$ cat src/hw/rtl/sem_pkg.sv
// Shared types, constants and arithmetic helpers for the Sobel edge magnitude core.
// No dependencies; every other file in hw/rtl refers to this package by scoped names.
package sem_pkg;

  // Field widths
  localparam int PIX_W        = 8;
  localparam int COL_W        = 11;
  localparam int ROW_W        = 16;
  localparam int WIDTH_REG_W  = 12;
  localparam int HEIGHT_REG_W = 16;
  localparam int CFG_W        = 16;
  localparam int CFG_INDEX_W  = 1;

  // Register indexes on the configuration port
  localparam logic [CFG_INDEX_W-1:0] REG_IMAGE_WIDTH  = 1'b0;
  localparam logic [CFG_INDEX_W-1:0] REG_IMAGE_HEIGHT = 1'b1;

  localparam logic [WIDTH_REG_W-1:0]  WIDTH_RESET  = 12'd640;
  localparam logic [HEIGHT_REG_W-1:0] HEIGHT_RESET = 16'd480;

  localparam int MAX_WIDTH_DEFAULT = 2048;
  localparam int QUEUE_DEPTH       = 4;

  // Result slots released by one pixel, in release order
  localparam int SLOT_UP_PREV  = 0;  // row above, previous column
  localparam int SLOT_UP_LAST  = 1;  // row above, last column
  localparam int SLOT_CUR_PREV = 2;  // last row, previous column
  localparam int SLOT_CUR_LAST = 3;  // last row, last column
  localparam int NUM_SLOTS     = 4;

  // Window positions (row or column within the 3x3 window)
  localparam logic [1:0] POS_OLD = 2'd0;
  localparam logic [1:0] POS_MID = 2'd1;
  localparam logic [1:0] POS_NEW = 2'd2;

  // floor(x/3) for x <= 765 as (x * 683) >> 11
  localparam logic [19:0] GRAY_RECIP = 20'd683;

  // [row*3+col]; rows oldest..newest, columns oldest..newest
  typedef logic [8:0][PIX_W-1:0] window_t;

  typedef struct packed {
    logic col_ge1;
    logic col_ge2;
    logic row_ge1;
    logic row_ge2;
  } border_t;

  typedef struct packed {
    window_t               window;
    logic [COL_W-1:0]      col;
    logic [ROW_W-1:0]      row;
    border_t               border;
    logic [NUM_SLOTS-1:0]  slots;
  } q_entry_t;

  function automatic logic [PIX_W-1:0] gray_of(input logic [PIX_W-1:0] r,
                                               input logic [PIX_W-1:0] g,
                                               input logic [PIX_W-1:0] b);
    logic [9:0]  sum;
    logic [19:0] prod;
    sum  = 10'(r) + 10'(g) + 10'(b);
    prod = 20'(sum) * GRAY_RECIP;
    return prod[18:11];
  endfunction

  function automatic logic [3:0] win_idx(input logic [1:0] row, input logic [1:0] col);
    return 4'(row) * 4'd3 + 4'(col);
  endfunction

  // Weighted 1-2-1 sum of three window pixels
  function automatic logic [9:0] tap3(input logic [PIX_W-1:0] a,
                                      input logic [PIX_W-1:0] m,
                                      input logic [PIX_W-1:0] c);
    return 10'(a) + (10'(m) << 1) + 10'(c);
  endfunction

  function automatic logic [9:0] abs_diff(input logic [9:0] a, input logic [9:0] b);
    logic [10:0] d;
    d = {1'b0, a} - {1'b0, b};
    return d[10] ? 10'(-d) : d[9:0];
  endfunction

  // |gx| + |gy| over the selected rows and columns, saturated to 8 bits
  function automatic logic [PIX_W-1:0] sobel_mag(input window_t w,
                                                 input logic [1:0] ct,
                                                 input logic [1:0] cm,
                                                 input logic [1:0] cr,
                                                 input logic [1:0] rt,
                                                 input logic [1:0] rm,
                                                 input logic [1:0] rb);
    logic [9:0]  right;
    logic [9:0]  left;
    logic [9:0]  bottom;
    logic [9:0]  top;
    logic [10:0] mag;
    right  = tap3(w[win_idx(rt, cr)], w[win_idx(rm, cr)], w[win_idx(rb, cr)]);
    left   = tap3(w[win_idx(rt, ct)], w[win_idx(rm, ct)], w[win_idx(rb, ct)]);
    bottom = tap3(w[win_idx(rb, ct)], w[win_idx(rb, cm)], w[win_idx(rb, cr)]);
    top    = tap3(w[win_idx(rt, ct)], w[win_idx(rt, cm)], w[win_idx(rt, cr)]);
    mag    = 11'(abs_diff(right, left)) + 11'(abs_diff(bottom, top));
    return (mag > 11'd255) ? 8'd255 : mag[7:0];
  endfunction

endpackage

$ cat src/hw/rtl/sem_back.sv
// Back end: walks the result slots of the queue head, one Sobel result per cycle when
// not stalled, into the output register. Uses sem_pkg for entry type and sobel_mag.
module sem_back (
  input  logic                          clk,
  input  logic                          rst,
  input  sem_pkg::q_entry_t             head,
  input  logic                          q_empty,
  output logic                          q_pop,
  output logic                          out_valid,
  input  logic                          out_stall,
  output logic [sem_pkg::COL_W-1:0]     out_column,
  output logic [sem_pkg::ROW_W-1:0]     out_row,
  output logic [sem_pkg::PIX_W-1:0]     edge_strength,
  output logic                          last_of_run,
  output logic                          frame_done
);

  logic [sem_pkg::NUM_SLOTS-1:0] done_mask;
  logic [sem_pkg::NUM_SLOTS-1:0] pending;
  logic [sem_pkg::NUM_SLOTS-1:0] pick;
  logic [sem_pkg::NUM_SLOTS-1:0] rest;
  logic                          load;
  logic                          emit;
  logic                          is_last_col;
  logic                          is_cur_row;
  logic [1:0]                    ct;
  logic [1:0]                    cm;
  logic [1:0]                    rt;
  logic [1:0]                    rm;

  assign pending = head.slots & ~done_mask;
  assign pick    = pending & (~pending + sem_pkg::NUM_SLOTS'(1));  // lowest pending slot
  assign rest    = pending & ~pick;
  assign load    = !out_valid || !out_stall;
  assign emit    = !q_empty && load;
  assign q_pop   = emit && (rest == '0);

  assign is_last_col = pick[sem_pkg::SLOT_UP_LAST] || pick[sem_pkg::SLOT_CUR_LAST];
  assign is_cur_row  = pick[sem_pkg::SLOT_CUR_PREV] || pick[sem_pkg::SLOT_CUR_LAST];

  // Edge replication: out-of-frame neighbors fall back to the nearest real column/row
  always_comb begin
    if (is_last_col) begin
      ct = head.border.col_ge1 ? sem_pkg::POS_MID : sem_pkg::POS_NEW;
      cm = sem_pkg::POS_NEW;
    end else begin
      ct = head.border.col_ge2 ? sem_pkg::POS_OLD : sem_pkg::POS_MID;
      cm = sem_pkg::POS_MID;
    end
    if (is_cur_row) begin
      rt = head.border.row_ge1 ? sem_pkg::POS_MID : sem_pkg::POS_NEW;
      rm = sem_pkg::POS_NEW;
    end else begin
      rt = head.border.row_ge2 ? sem_pkg::POS_OLD : sem_pkg::POS_MID;
      rm = sem_pkg::POS_MID;
    end
  end

  always_ff @(posedge clk) begin
    if (rst) begin
      done_mask <= '0;
    end else if (emit) begin
      done_mask <= (rest == '0) ? '0 : (done_mask | pick);
    end
  end

  always_ff @(posedge clk) begin
    if (rst) begin
      out_valid <= 1'b0;
    end else if (load) begin
      out_valid <= emit;
    end
  end

  always_ff @(posedge clk) begin
    if (emit) begin
      out_column    <= is_last_col ? head.col : head.col - 11'd1;
      out_row       <= is_cur_row ? head.row : head.row - 16'd1;
      edge_strength <= sem_pkg::sobel_mag(head.window, ct, cm, sem_pkg::POS_NEW,
                                          rt, rm, sem_pkg::POS_NEW);
      last_of_run   <= rest == '0;
      frame_done    <= pick[sem_pkg::SLOT_CUR_LAST];
    end
  end

endmodule

$ cat config.mk
export PLATFORM = sky130hd
export DESIGN_NAME = sem_back
export DESIGN_NICKNAME = d
export VERILOG_FILES = /design/src/hw/rtl/sem_pkg.sv /design/src/hw/rtl/sem_back.sv
export SDC_FILE = /design/constraint.sdc
export NUM_CORES = 1
export LEC_CHECK = 0
export BUFFER_PORTS_ARGS = -buffer_cell sky130_fd_sc_hd__buf_2
export CAP_MARGIN = 20
export CORE_MARGIN = 2
export CORE_UTILIZATION = 55
export DETAILED_ROUTE_END_ITERATION = 10
export PLACE_DENSITY = 0.8
export SLEW_MARGIN = 20
export SYNTH_ARGS = -nofsm -noshare
export SYNTH_HDL_FRONTEND = slang
export SYNTH_SLANG_ARGS = --single-unit
$ cat constraint.sdc
create_clock -name clk -period 28.5 [get_ports clk]
set_input_delay 5.7 -clock clk [delete_from_list [all_inputs] [get_ports clk]]
set_output_delay 5.7 -clock clk [all_outputs]
set_load 0.01 [all_outputs]
==> run metrics <==
outcome completed; Cell Area, Synth 7530 um^2; DRC viols 0; Setup Skew 0.00622 ns; Max Cap Viol 0; Core Box Area 13,300 um^2; height of the die 121 um; Slew headroom 32.5%; post-synth top area share 17.3%; Critical Path AT 15.05 ns; Slew Viols, Final 0; Critical-path top delay cell ha_1; synthesized flop and latch total 42; highest clock rate 66.4 MHz; Syn-to-layout area delta 14.5%; Netlist cell types 75; die area 14,700 um^2; sequential area share after synthesis 16.1%; via count 6,429; Worst path most repeated cell fa_1; clock latency on the worst-skew pair 0.29 ns; Hold Vio Cnt, Final 0; Syn Nets 962; max incr delay on CP 0.65 ns; clock sink count 42; boundary pin count 150; Initial Util 56.7%; drt initial violations 488; share of cells above drive strength 1 30.2%; Net count, final 1,105; CTS root buf clkbuf_16; vias in the first global route 6,590; row cnt 42; Post-Route Setup TNS 0 ns; number of synthesized flops with an enable pin 37; DR vias/cell 6.07; CP startpoint head[2]; DR WL/cell 18.1 um; worst reg2reg path startpoint done_mask[0]; ANT nets after route 0; initial antenna violation count 0; CTS tree done; first-pass GRT wire length 32,100 um; Yosys top cell by area fa_1; quantity of I/O buffers inserted on ports 149; placed instance count 1,052; largest net degree at the start of global routing 43; H-tree depth 2; DP Wirelength 16,000 um; critical hold path startpoint done_mask[1]; Clock Pin Slew Worst Setup and Hold Paths 0.06 ns; RSZ-0062 raised after global routing no; Slew @ Worst Pin 1.01 ns; Primary FF master, synth edfxtp_1; WS Path Type input port to flop; post-CTS sizing 0; synth top area cells fa_1 17%, edfxtp_1 15%, mux4_2 14%; synthesized area per cell 10.2 um^2; startpoint types input port; Tcrit/Tclk final 52.9%; Non-Filler Instances 1,060; buffer depth of the longest clock path 2; CP Capture Type flop; min cycle time layout 15.07 ns; die width 121 um; fillcell total 1,072; setup repair bufs after CTS 0; most common cell after layout, fill and taps aside buf_2; DRT Pass-1 Iters 5; final setup fails 0; global route total overflow 0; Crit Path Max Fanout 25; Yosys Warn Count 0; cts hold-fix bufs 0; CTS Buf Count 5; FFs w/ async S/R, synth 0%; commonest non-fill, non-tap cells in the layout 149 x buf_2, 103 x inv_1, 65 x fa_1; Worst Path Required 28.49 ns; hold crit path type flop to flop; diode count 0; drt total wl 19,200 um; total track usage 27.5%; gpl congestion 0.987; cell count after synthesis 740
cell type report:
type	count	area, um^2	area share (%)
well taps	176	220	2.55
inverters	108	405	4.70
flip-flops and latches	42	1210	14.0
clock buffers	6	129	1.49
repair buffers	160	828	9.60
clock inverters	2	8.76	0.102
multi-input cells	566	5820	67.5
through the flow:
step           util [%]  setup slack (ns)  instance area (um^2)  hold WS (ns)
6_report           64.9             13.44                  8630         0.486
5_1_grt            64.9             12.70                  8630         0.539
4_1_cts            64.9             13.51                  8630         0.489
3_5_place_dp       63.8             13.21                  8490         0.476
3_3_place_gp       63.8             13.48                  8490         0.464
2_1_floorplan         -             14.33                  7530         0.450
final timing paths:
| path | endpoint | slack, ns | cells past startpoint |
|---|---|---|---|
| max | edge_strength[4] | 13.44 | 34 |
| min reg2reg | done_mask[1] | 0.49 | 2 |
| min | done_mask[1] | 0.49 | 2 |
| max reg2reg | edge_strength[4] | 18.67 | 33 |
kinds of logic after synthesis:
family	after synthesis	synth area share, %
AO/OA/AOI/OAI	149	14.2
XOR/XNOR	61	7.29
adder cells (fa/ha/maj)	112	25.0
buffers and inverters	132	6.79
flip-flops	42	16.1
multiplexers	88	20.0
AND/OR/NAND/NOR	156	10.6
flip-flops by register name, indices dropped and copies added (netlist names):
name	cells
out_column	11
out_valid	1
done_mask	4
frame_done	1
edge_strength	8
last_of_run	1
out_row	16
worst max-delay path: cells and delay by family:
kind            cells  cell delay [ns]
compound gates     14             3.55
fa+ha+maj           7             3.19
buf+inv             7             1.30
xor+xnor            1             0.65
simple gates        4             0.48
mux                 1             0.14
cells in the mapped netlist (all sizes together), types with 4 or more instances:
library cell	instances
a22oi	11
xnor2	33
nand2	32
or4	4
nor2b	6
a21o	7
nand3b	6
or3	4
mux2i	19
o21ai	24
edfxtp	37
a22o	8
ha	46
nor2	60
dfxtp	5
o221a	4
o22ai	8
nor4	7
a21oi	45
nand3	13
mux4	48
fa	65
o311ai	5
buf	11
nor3	8
mux2	21
o21bai	4
xor2	28
clkbuf	13
o21a	5
a211oi	6
nand2b	6
inv	106
metal layers:
metal	GRT usage, %	vias up	part of all wire (%)
met5	0	-	0
met4	9.16	0	2.7
met2	47.8	306	49
met1	36.3	3126	41
met3	2.49	45	7.8
li1	-	2952	-
Power is not shown: default switching activity piles up to over one toggle a cycle in this logic, so the estimate is an artifact.
