--- config.mk ---
export PLATFORM = sky130hd
export DESIGN_NAME = sem_queue
export DESIGN_NICKNAME = d
export VERILOG_FILES = /design/src/hw/rtl/sem_pkg.sv /design/src/hw/rtl/sem_queue.sv
export SDC_FILE = /design/constraint.sdc
export NUM_CORES = 1
export LEC_CHECK = 0
export BUFFER_PORTS_ARGS = -buffer_cell sky130_fd_sc_hd__buf_2
export CAP_MARGIN = 20
export CORE_AREA = 2 2 173 175
export CTS_CLUSTER_DIAMETER = 50
export DETAILED_ROUTE_END_ITERATION = 6
export DIE_AREA = 0 0 175 177
export PLACE_DENSITY = 0.75
export SYNTH_ARGS = -nofsm -noshare
export SYNTH_HDL_FRONTEND = slang
export SYNTH_SLANG_ARGS = --single-unit
--- constraint.sdc ---
create_clock -name clk -period 5.9 [get_ports clk]
set_clock_uncertainty 0.15 [all_clocks]
set_input_delay 1.18 -clock clk [delete_from_list [all_inputs] [get_ports clk]]
set_output_delay 1.18 -clock clk [all_outputs]
set_load 0.01 [all_outputs]
--- src/hw/rtl/sem_pkg.sv ---
// Shared types, constants and arithmetic helpers for the Sobel edge magnitude core.
// No dependencies; every other file in hw/rtl refers to this package by scoped names.
package sem_pkg;

  // Field widths
  localparam int PIX_W        = 8;
  localparam int COL_W        = 11;
  localparam int ROW_W        = 16;
  localparam int WIDTH_REG_W  = 12;
  localparam int HEIGHT_REG_W = 16;
  localparam int CFG_W        = 16;
  localparam int CFG_INDEX_W  = 1;

  // Register indexes on the configuration port
  localparam logic [CFG_INDEX_W-1:0] REG_IMAGE_WIDTH  = 1'b0;
  localparam logic [CFG_INDEX_W-1:0] REG_IMAGE_HEIGHT = 1'b1;

  localparam logic [WIDTH_REG_W-1:0]  WIDTH_RESET  = 12'd640;
  localparam logic [HEIGHT_REG_W-1:0] HEIGHT_RESET = 16'd480;

  localparam int MAX_WIDTH_DEFAULT = 2048;
  localparam int QUEUE_DEPTH       = 4;

  // Result slots released by one pixel, in release order
  localparam int SLOT_UP_PREV  = 0;  // row above, previous column
  localparam int SLOT_UP_LAST  = 1;  // row above, last column
  localparam int SLOT_CUR_PREV = 2;  // last row, previous column
  localparam int SLOT_CUR_LAST = 3;  // last row, last column
  localparam int NUM_SLOTS     = 4;

  // Window positions (row or column within the 3x3 window)
  localparam logic [1:0] POS_OLD = 2'd0;
  localparam logic [1:0] POS_MID = 2'd1;
  localparam logic [1:0] POS_NEW = 2'd2;

  // floor(x/3) for x <= 765 as (x * 683) >> 11
  localparam logic [19:0] GRAY_RECIP = 20'd683;

  // [row*3+col]; rows oldest..newest, columns oldest..newest
  typedef logic [8:0][PIX_W-1:0] window_t;

  typedef struct packed {
    logic col_ge1;
    logic col_ge2;
    logic row_ge1;
    logic row_ge2;
  } border_t;

  typedef struct packed {
    window_t               window;
    logic [COL_W-1:0]      col;
    logic [ROW_W-1:0]      row;
    border_t               border;
    logic [NUM_SLOTS-1:0]  slots;
  } q_entry_t;

  function automatic logic [PIX_W-1:0] gray_of(input logic [PIX_W-1:0] r,
                                               input logic [PIX_W-1:0] g,
                                               input logic [PIX_W-1:0] b);
    logic [9:0]  sum;
    logic [19:0] prod;
    sum  = 10'(r) + 10'(g) + 10'(b);
    prod = 20'(sum) * GRAY_RECIP;
    return prod[18:11];
  endfunction

  function automatic logic [3:0] win_idx(input logic [1:0] row, input logic [1:0] col);
    return 4'(row) * 4'd3 + 4'(col);
  endfunction

  // Weighted 1-2-1 sum of three window pixels
  function automatic logic [9:0] tap3(input logic [PIX_W-1:0] a,
                                      input logic [PIX_W-1:0] m,
                                      input logic [PIX_W-1:0] c);
    return 10'(a) + (10'(m) << 1) + 10'(c);
  endfunction

  function automatic logic [9:0] abs_diff(input logic [9:0] a, input logic [9:0] b);
    logic [10:0] d;
    d = {1'b0, a} - {1'b0, b};
    return d[10] ? 10'(-d) : d[9:0];
  endfunction

  // |gx| + |gy| over the selected rows and columns, saturated to 8 bits
  function automatic logic [PIX_W-1:0] sobel_mag(input window_t w,
                                                 input logic [1:0] ct,
                                                 input logic [1:0] cm,
                                                 input logic [1:0] cr,
                                                 input logic [1:0] rt,
                                                 input logic [1:0] rm,
                                                 input logic [1:0] rb);
    logic [9:0]  right;
    logic [9:0]  left;
    logic [9:0]  bottom;
    logic [9:0]  top;
    logic [10:0] mag;
    right  = tap3(w[win_idx(rt, cr)], w[win_idx(rm, cr)], w[win_idx(rb, cr)]);
    left   = tap3(w[win_idx(rt, ct)], w[win_idx(rm, ct)], w[win_idx(rb, ct)]);
    bottom = tap3(w[win_idx(rb, ct)], w[win_idx(rb, cm)], w[win_idx(rb, cr)]);
    top    = tap3(w[win_idx(rt, ct)], w[win_idx(rt, cm)], w[win_idx(rt, cr)]);
    mag    = 11'(abs_diff(right, left)) + 11'(abs_diff(bottom, top));
    return (mag > 11'd255) ? 8'd255 : mag[7:0];
  endfunction

endpackage

--- src/hw/rtl/sem_queue.sv ---
// Short register queue of classified pixels between front and back end.
// Entry type and depth from sem_pkg.
module sem_queue (
  input  logic              clk,
  input  logic              rst,
  input  logic              push,
  input  sem_pkg::q_entry_t push_entry,
  output logic              full,
  input  logic              pop,
  output sem_pkg::q_entry_t head,
  output logic              empty
);

  localparam int Depth = sem_pkg::QUEUE_DEPTH;
  localparam int PtrW  = $clog2(Depth);
  localparam int CntW  = $clog2(Depth + 1);

  sem_pkg::q_entry_t entries [Depth];
  logic [PtrW-1:0]   wr_ptr;
  logic [PtrW-1:0]   rd_ptr;
  logic [CntW-1:0]   count;

  assign full  = count == CntW'(Depth);
  assign empty = count == '0;
  assign head  = entries[rd_ptr];

  always_ff @(posedge clk) begin
    if (push) begin
      entries[wr_ptr] <= push_entry;
    end
  end

  always_ff @(posedge clk) begin
    if (rst) begin
      wr_ptr <= '0;
      rd_ptr <= '0;
      count  <= '0;
    end else begin
      if (push) begin
        wr_ptr <= wr_ptr + PtrW'(1);
      end
      if (pop) begin
        rd_ptr <= rd_ptr + PtrW'(1);
      end
      case ({push, pop})
        2'b10:   count <= count + CntW'(1);
        2'b01:   count <= count - CntW'(1);
        default: count <= count;
      endcase
    end
  end

endmodule

==> results of run 1 <==
-- layout make-up --
cell class,instances,share of cell area
Antenna cell,3,0.000398
Clock buffer,53,0.0635
Clock inverter,28,0.0149
Inverter,6,0.00119
Multi-Input combinational cell,138,0.140
Sequential cell,437,0.691
Tap cell,390,0.0258
Timing Repair Buffer,231,0.0635
-- final timing paths --
check                           slack [ns]                       end
worst min-delay path                  0.35     count[2]$_SDFFE_PP0P_
worst max register to register        3.64  entries[0][73]$_DFFE_PP_
worst min register to register        0.35     count[2]$_SDFFE_PP0P_
worst max-delay path                  1.82                  head[89]
-- per-stage QoR --
step / area [um2] / hold WS [ns] / util
after floorplan: 15900 / 0.317 / -
after global placement: 17400 / 0.336 / 0.595
after detailed placement: 17400 / 0.348 / 0.595
after CTS: 18900 / 0.357 / 0.645
after global routing: 18900 / 0.373 / 0.645
final: 18900 / 0.351 / 0.646
-- kinds of logic after synthesis --
| group | after synthesis | share of synthesized area |
|---|---|---|
| flops | 437 | 0.822 |
| mux | 108 | 0.153 |
| buf+inv | 31 | 0.0116 |
| simple gates | 16 | 0.00481 |
| fa+ha+maj | 6 | 0.00521 |
| xor+xnor | 5 | 0.00276 |
| compound gates | 3 | 0.000947 |
-- metal layers --
layer / routed length, um / GRT usage / vias up
met4: 408 / 0.0420 / 4
met1: 12400 / 0.271 / 3747
met3: 2430 / 0.0541 / 41
met2: 14200 / 0.302 / 278
met5: 27 / 0 / -
li1: - / - / 3121
-- power by group through the flow --
stage                     sequential (uW)  clock, uW  combinational [uW]
after floorplan                      3670          0                 388
after global placement               3690          0                 611
after detailed placement             3690          0                 625
after CTS                            3630       2840                 628
after global routing                 3640       2960                 662
final                                3630       2780                 614
-- cells in the mapped netlist --
master	count
a21oi_1	2
and2_1	4
and3_1	1
buf_2	12
buf_6	1
buf_8	4
clkbuf_1	8
dfxtp_1	9
edfxtp_1	428
fa_1	1
ha_1	5
inv_1	6
mux2i_1	1
mux4_2	107
nand2_1	1
nor2_1	8
nor3_1	1
o21ai_0	1
or3_1	1
xnor2_1	2
xor2_1	3
-- tightest hold or removal path, delay by kind of cell, from the launching register on --
kind | cells | cell delay, ns
AOI/OAI and AO/OA | 2 | 0.13
DFF | 1 | 0.33
-- sequential cells by signal (all words and copies together), names as in the netlist, named ones only --
signal and flops:
rd_ptr 2, wr_ptr 2, count 3, entries 428
==> results.ini, run 1 <==
[pwr]
net-switching-power_uw=1500
clock_power_share=0.396
power.share.combinational=0.087
power.switching_fraction=0.213
ir_drop_mv=0.304
power_report.internal_total_uw=5530
seq_power_share=0.516
p_leak_uw=0.00638
design_power_total_uw=7030
power_per_cell_area_nw_per_um2=372

[worst_setup_path]
critical_path_buf_inv_count=2
critPathMaxStageDelay_ns=0.79
endpoint_kind=primary output
r2r_start=wr_ptr[0]$_SDFFE_PP0P_
start_kind=flop
critical_path.max_fanout=34
worst-endpoint-arrival_ns=2.75
critical_path.top_delay_family=flip-flops
worst_ep_required_time_ns=4.57
crit_path_cell_trace=buf_4 -> mux4_2 -> buf_2
rr_worst_depth=4
path_class=reg -> out
path_depth=3
critPathSlowestCell=dfxtp_4

[synthesis]
area_share_of_the_largest_cell_type_after_synthesis=0.811
netlist-cell-type-count=21
yosys_register_bits=437
synth.avg_cell_area_um2=26.2
synth_warnings=0
portion_of_the_post_synthesis_area_used_by_sequential_elements=0.822
synthCells=606
mappedNetlistNets=723
synth_area_um2=15900
synth_top_area_cell=edfxtp_1
ys_top_cells_by_area=edfxtp_1 81%, mux4_2 15%, dfxtp_1 1.1%

[place]
pre_cts_slack_ns=2.30
number_of_placed_instances_with_taps_included=1202
numPortBuffers=219
dpl.hpwl_um=17600
gpl.final_weighted_congestion=0.689

[global_route]
grt_max_degree=55
first_global_vias=7430
grt_use_total=0.191
globalRoute.totalOverflow=0
grt_pass1_wl_um=44200
antenna_found_initial=4

[cts]
post_cts_resized=0
clk_latency_ns=0.53
cts_hold_buf=0
cts-buffers-inserted=45
cts_tree=built
post_cts_buffers=0
cts.sink_count=437
clock-root-buffer=clkbuf_16
h-tree-depth=2
clkSlewWorstSetupHoldPaths_ns=0.06
max-clock-path-buffers=3

[die]
io_pins=220
start_util=0.542
fp.dieArea_um2=31000
rows=63
core_area_um2=29200
vertical_die_dimension_um=177
dieWidth_um=175

[drt]
dr.pass1.iters=5
detailed_router_s_first_iteration_violation_count=436
wl_per_cell_um=22.9
num_vias=7191
post-route-drc-count=0
drt-total-wl_um=29400
final_antenna_net_count=0
avgViaCountPerCell=5.59

[timing]
post-route-min-period_ns=4.08
max_slew_margin=0.442
setup_tns_ns=0
final.period_utilization=0.691
rsz0062_at_grt=false
report.final.slew_viol_count=0
least_margin_pin_slew_ns=0.838
fin_ws_ns=1.82
achievable-frequency_mhz=245
final-setup-viol-count=0
number_of_hold_violations_in_the_final_report=0

[layout]
fin_cells=1286
finalNetCount=976
final_common_cell=edfxtp_1
fillerInstances=1887
most-common-layout-cells=428 x edfxtp_1, 219 x buf_2, 107 x mux4_2
share_of_final_layout_standard_cells_stronger_than_drive_strength_1=0.464
area_delta_synth_final_pct=19.1
combined_flip_flop_and_latch_cell_area_um2=13000
multiInputGateArea_um2=2650

[min_path]
min_path_type=reg -> reg
hold_path.startpoint=count[2]$_SDFFE_PP0P_
worst_hold_path_depth=2

[outcome]
status=finished clean

[run]
max_cap_violations=0

Power figures use the tool's default switching activity.
==> inputs of run 2 (changes only) <==
--- a/config.mk
+++ b/config.mk
@@ -7,11 +7,11 @@
 export LEC_CHECK = 0
 export BUFFER_PORTS_ARGS = -buffer_cell sky130_fd_sc_hd__buf_2
 export CAP_MARGIN = 20
-export CORE_AREA = 2 2 173 175
+export CORE_AREA = 2 2 180 182
 export CTS_CLUSTER_DIAMETER = 50
 export DETAILED_ROUTE_END_ITERATION = 6
-export DIE_AREA = 0 0 175 177
-export PLACE_DENSITY = 0.75
+export DIE_AREA = 0 0 182 184
+export PLACE_DENSITY = 0.73
 export SYNTH_ARGS = -nofsm -noshare
 export SYNTH_HDL_FRONTEND = slang
 export SYNTH_SLANG_ARGS = --single-unit
==> constraint.sdc (replaced) <==
create_clock -name clk -period 3.65 [get_ports clk]
set_clock_uncertainty 0.15 [all_clocks]
set_input_delay 0.73 -clock clk [delete_from_list [all_inputs] [get_ports clk]]
set_output_delay 0.73 -clock clk [all_outputs]
set_load 0.01 [all_outputs]
==> results.ini, run 2 (same netlist as run 1, synthesis figures left out) <==
[drt]
wl_per_cell_um=21.9
final_antenna_net_count=0
detailed_router_s_first_iteration_violation_count=390
avgViaCountPerCell=5.40
drt-total-wl_um=28700
post-route-drc-count=0
num_vias=7057
dr.pass1.iters=4

[cts]
post_cts_resized=0
cts_tree=built
cts-buffers-inserted=45
max-clock-path-buffers=3
clock-root-buffer=clkbuf_16
post_cts_buffers=0
h-tree-depth=2
clk_latency_ns=0.53
cts_hold_buf=0
cts.sink_count=437
clkSlewWorstSetupHoldPaths_ns=0.06

[global_route]
grt_use_total=0.173
first_global_vias=7602
grt_pass1_wl_um=43700
globalRoute.totalOverflow=0
grt_max_degree=59
antenna_found_initial=7

[worst_setup_path]
worst_ep_required_time_ns=2.77
critical_path.top_delay_family=multiplexers
path_class=reg -> out
critical_path_buf_inv_count=2
start_kind=flop
critPathMaxStageDelay_ns=0.58
reg2reg_slack_ns=1.59
endpoint_kind=primary output
critical_path.max_fanout=16
worst-endpoint-arrival_ns=2.20
critPathSlowestCell=mux4_2
crit_path_cell_trace=buf_4 -> mux4_2 -> buf_2

[min_path]
min_path_type=in -> reg

[layout]
area_delta_synth_final_pct=20.4
largest_registers=entries x428, count x3
design_area_um2=19100
largest_register_ffs=428
final_common_cell=edfxtp_1
fillerInstances=2175
most-common-layout-cells=428 x edfxtp_1, 219 x buf_2, 107 x mux4_2
share_of_final_layout_standard_cells_stronger_than_drive_strength_1=0.463
finalNetCount=983
largest_register=entries
combined_flip_flop_and_latch_cell_area_um2=13000
layout.core_utilization=0.608
multiInputGateArea_um2=2650

[pwr]
ir_drop_mv=0.502
design_power_total_uw=11500
p_leak_uw=0.00646
power_per_cell_area_nw_per_um2=600

[timing]
final-setup-viol-count=0
setup_tns_ns=0
final.period_utilization=0.845
post-route-min-period_ns=3.08
number_of_hold_violations_in_the_final_report=0
least_margin_pin_slew_ns=0.729
report.final.slew_viol_count=0
achievable-frequency_mhz=324
rsz0062_at_grt=false
max_slew_margin=0.514

[outcome]
status=finished clean

[die]
vertical_die_dimension_um=184
core_area_um2=31400
fp.dieArea_um2=33500
io_pins=220
rows=65
start_util=0.505
dieWidth_um=182

[place]
dpl.hpwl_um=17400
postPlaceCellArea_um2=17600
numPortBuffers=219
gpl.final_weighted_congestion=0.693

[run]
max_cap_violations=0

[run 2: cell types whose count changed in the layout (fill, tap and decap cells not counted)]
| cell | before | now |
|---|---|---|
| buf_12 | 1 | 10 |
| clkinv_1 | 5 | 14 |
| clkbuf_1 | 6 | 2 |
| clkinv_2 | 11 | 8 |
| buf_4 | 11 | 9 |
| clkinvlp_4 | 3 | 1 |
| bufinv_16 | 5 | 6 |
| clkinv_4 | 2 | 1 |
| inv_6 | 2 | 3 |
| inv_8 | 0 | 1 |
[run 2: where the power goes]
group | switching, uW | leakage (uW) | internal (uW)
registers | 73.7 | 0.00401 | 5760
clock network | 1800 | 0.000744 | 2770
logic | 552 | 0.00171 | 488
[run 2: worst paths after layout]
| path | startpoint | to | cells past startpoint |
|---|---|---|---|
| min reg2reg | count[2]$_SDFFE_PP0P_ | count[2]$_SDFFE_PP0P_ | 2 |
| min | push_entry[94] | entries[3][94]$_DFFE_PP_ | 1 |
| max | flop | head[104] | 3 |
| max reg2reg | wr_ptr[0]$_SDFFE_PP0P_ | entries[0][23]$_DFFE_PP_ | 4 |
[run 2: cell type report]
cell class,instances,share of cell area
Antenna cell,3,0.000393
Clock buffer,49,0.0620
Inverter,6,0.00118
Clock inverter,34,0.0171
Timing Repair Buffer,238,0.0714
Tap cell,402,0.0263
Sequential cell,437,0.683
Multi-Input combinational cell,138,0.139
[run 2: per-stage QoR]
stage,instances,hold slack [ns],setup slack (ns)
after CTS,1304,0.232,0.502
after floorplan,606,0.317,1.01
final,1307,0.257,0.566
after global routing,1305,0.237,0.430
after detailed placement,1221,0.349,1.09
after global placement,1221,0.337,1.09
[run 2: metal layers]
metal / vias up / GRT usage / wire length (um) / share of wire
met3: 48 / 0.0662 / 2570 / 0.090
met5: - / 0 / 33 / 0.0012
met1: 3630 / 0.217 / 11400 / 0.40
met4: 6 / 0.0452 / 534 / 0.019
met2: 234 / 0.287 / 14100 / 0.49
li1: 3139 / - / - / -
==> inputs of run 3 (changes only) <==
--- a/config.mk
+++ b/config.mk
@@ -5,13 +5,14 @@
 export SDC_FILE = /design/constraint.sdc
 export NUM_CORES = 1
 export LEC_CHECK = 0
+export ABC_AREA = 1
 export BUFFER_PORTS_ARGS = -buffer_cell sky130_fd_sc_hd__buf_2
 export CAP_MARGIN = 20
-export CORE_AREA = 2 2 180 182
+export CORE_AREA = 2 2 176 178
 export CTS_CLUSTER_DIAMETER = 50
 export DETAILED_ROUTE_END_ITERATION = 6
-export DIE_AREA = 0 0 182 184
-export PLACE_DENSITY = 0.73
+export DIE_AREA = 0 0 178 180
+export PLACE_DENSITY = 0.75
 export SYNTH_ARGS = -nofsm -noshare
 export SYNTH_HDL_FRONTEND = slang
 export SYNTH_SLANG_ARGS = --single-unit
==> constraint.sdc (replaced) <==
create_clock -name clk -period 3 [get_ports clk]
set_clock_uncertainty 0.15 [all_clocks]
set_input_delay 0.6 -clock clk [delete_from_list [all_inputs] [get_ports clk]]
set_output_delay 0.6 -clock clk [all_outputs]
set_load 0.01 [all_outputs]
==> results.ini, run 3 <==
[cts]
post_cts_resized=0
h-tree-depth=2
clk_latency_ns=0.52
clkSlewWorstSetupHoldPaths_ns=0.06
cts_hold_buf=0
post_cts_buffers=0
cts.sink_count=437
max-clock-path-buffers=3
clock-root-buffer=clkbuf_16
cts-buffers-inserted=44
cts_tree=built

[global_route]
grt_max_degree=119
grt_pass1_wl_um=51400
antenna_found_initial=5
globalRoute.totalOverflow=0
first_global_vias=9831
grt_use_total=0.205

[min_path]
min_path_type=in -> reg
hold_path.startpoint=push_entry[17]
worst_hold_path_depth=1
min_delay_worst_endpoint=entries[1][17]$_DFFE_PP_

[worst_setup_path]
path_class=reg -> out
reg2reg_slack_ns=1.10
r2r_start=wr_ptr[0]$_SDFFE_PP0P_
endpoint_kind=primary output
worst-endpoint-arrival_ns=2.06
r2r-end=entries[0][29]$_DFFE_PP_
critical_path.max_fanout=62
worst_ep_required_time_ns=2.25
rr_worst_depth=5
start_kind=flop

[place]
pre_cts_slack_ns=0.757
numPortBuffers=219
gpl.final_weighted_congestion=0.744
postPlaceCellArea_um2=17800
dpl.hpwl_um=18600

[layout]
largest_registers=entries x428, count x3
final_common_cell=edfxtp_1
design_area_um2=19100
largest_register_ffs=428
area_delta_synth_final_pct=17.1
largest_register=entries
finalNetCount=1426
share_of_final_layout_standard_cells_stronger_than_drive_strength_1=0.226
most-common-layout-cells=428 x edfxtp_1, 219 x buf_2, 217 x nor2_1

[timing]
final.period_utilization=0.936
setup_tns_ns=0
achievable-frequency_mhz=356
number_of_hold_violations_in_the_final_report=0
fin_ws_ns=0.191
post-route-min-period_ns=2.81
report.final.slew_viol_count=0
least_margin_pin_slew_ns=0.719
final-setup-viol-count=0
max_slew_margin=0.521
hold_ws_ns=0.136
rsz0062_at_grt=false

[synthesis]
yosys.cell_count.top_type=edfxtp_1
synthCells=1093
synth-main-ff-cell=edfxtp_1
synth_edf_count=428
area_share_of_the_largest_cell_type_after_synthesis=0.789
synth_warnings=0
mappedNetlistNets=1210
async_reset_ff_frac=0
portion_of_the_post_synthesis_area_used_by_sequential_elements=0.800
netlist-cell-type-count=22
synth.avg_cell_area_um2=14.9
synth.cells.most_frequent=428 x edfxtp_1, 217 x nor2_1, 205 x o21ai_0
synth_top_area_cell=edfxtp_1
ys_top_cells_by_area=edfxtp_1 79%, o21ai_0 6.3%, nor2_1 5.0%
yosys_register_bits=437
synth_area_um2=16300

[pwr]
power_per_cell_area_nw_per_um2=686
ir_drop_mv=0.592
design_power_total_uw=13100
p_leak_uw=0.00663

[drt]
wl_per_cell_um=19.0
final_antenna_net_count=0
post-route-drc-count=0
num_vias=9739
avgViaCountPerCell=5.60
drt-total-wl_um=33100
dr.pass1.iters=5
detailed_router_s_first_iteration_violation_count=828

[outcome]
status=finished clean

[die]
rows=64
vertical_die_dimension_um=180
start_util=0.540
dieWidth_um=178
io_pins=220
fp.dieArea_um2=32000
core_area_um2=30200

[run]
max_cap_violations=0

-- run 3: cell types whose count changed after synthesis, moves of 15 or more --
cell      change
nor2_1      +209
o21ai_0     +204
mux4_2      -107
o22ai_1     +107
clkbuf_1     +28
buf_6        +17
o21ai_1      +15
-- run 3: kinds of logic after synthesis --
| logic type | Yosys count | share of synthesized area |
|---|---|---|
| simple gates | 230 | 0.0534 |
| buf+inv | 88 | 0.0316 |
| compound gates | 332 | 0.110 |
| fa+ha+maj | 6 | 0.00507 |
| flops | 437 | 0.800 |
-- run 3: metrics by stage --
stage          utilization  instances
2_1_floorplan            -       1093
3_3_place_gp         0.590       1659
3_5_place_dp         0.590       1659
4_1_cts              0.632       1736
5_1_grt              0.632       1737
6_report             0.632       1740
-- run 3: cell type report --
| type | count | area [um2] |
|---|---|---|
| Sequential cell | 437 | 13000 |
| Fill cell | 2201 | 11100 |
| Multi-Input combinational cell | 568 | 2750 |
| Timing Repair Buffer | 240 | 1430 |
| Clock buffer | 58 | 1170 |
| Tap cell | 396 | 495 |
| Clock inverter | 19 | 101 |
| Inverter | 18 | 88.8 |
| Antenna cell | 4 | 10.0 |
-- run 3: worst max-delay path, stage by stage (launching register included) --
cell and delay (ns):
dfxtp_4 0.37, inv_6 0.30, buf_12 0.30, o21ai_0 0.14, o22ai_1 0.20, buf_2 0.18
-- run 3: how the worst max path moves through the flow --
| stage | startpoint | end | slack [ns] | cells after the start |
|---|---|---|---|---|
| floorplan | wr_ptr[0]$_SDFFE_PP0P_ | entries[0][0]$_DFFE_PP_ | 0.20 | 4 |
| global placement | flop | head[86] | 0.79 | 5 |
| detailed placement | flop | head[100] | 0.76 | 5 |
| CTS | flop | head[100] | 0.15 | 5 |
| global route | flop | head[100] | 0.07 | 5 |
| finish | flop | head[100] | 0.19 | 5 |
-- run 3: power breakdown --
part	internal [uW]	switching (uW)
sequential	6980	57.4
clock	2760	2120
combinational	398	790
total	10100	2960
-- run 3: layer usage --
metal | GRT usage | up-vias | part of all wire
met5 | 0 | - | 0.00082
met4 | 0.0577 | 4 | 0.019
met3 | 0.0611 | 52 | 0.090
met2 | 0.335 | 364 | 0.49
met1 | 0.267 | 4766 | 0.41
li1 | - | 4553 | -
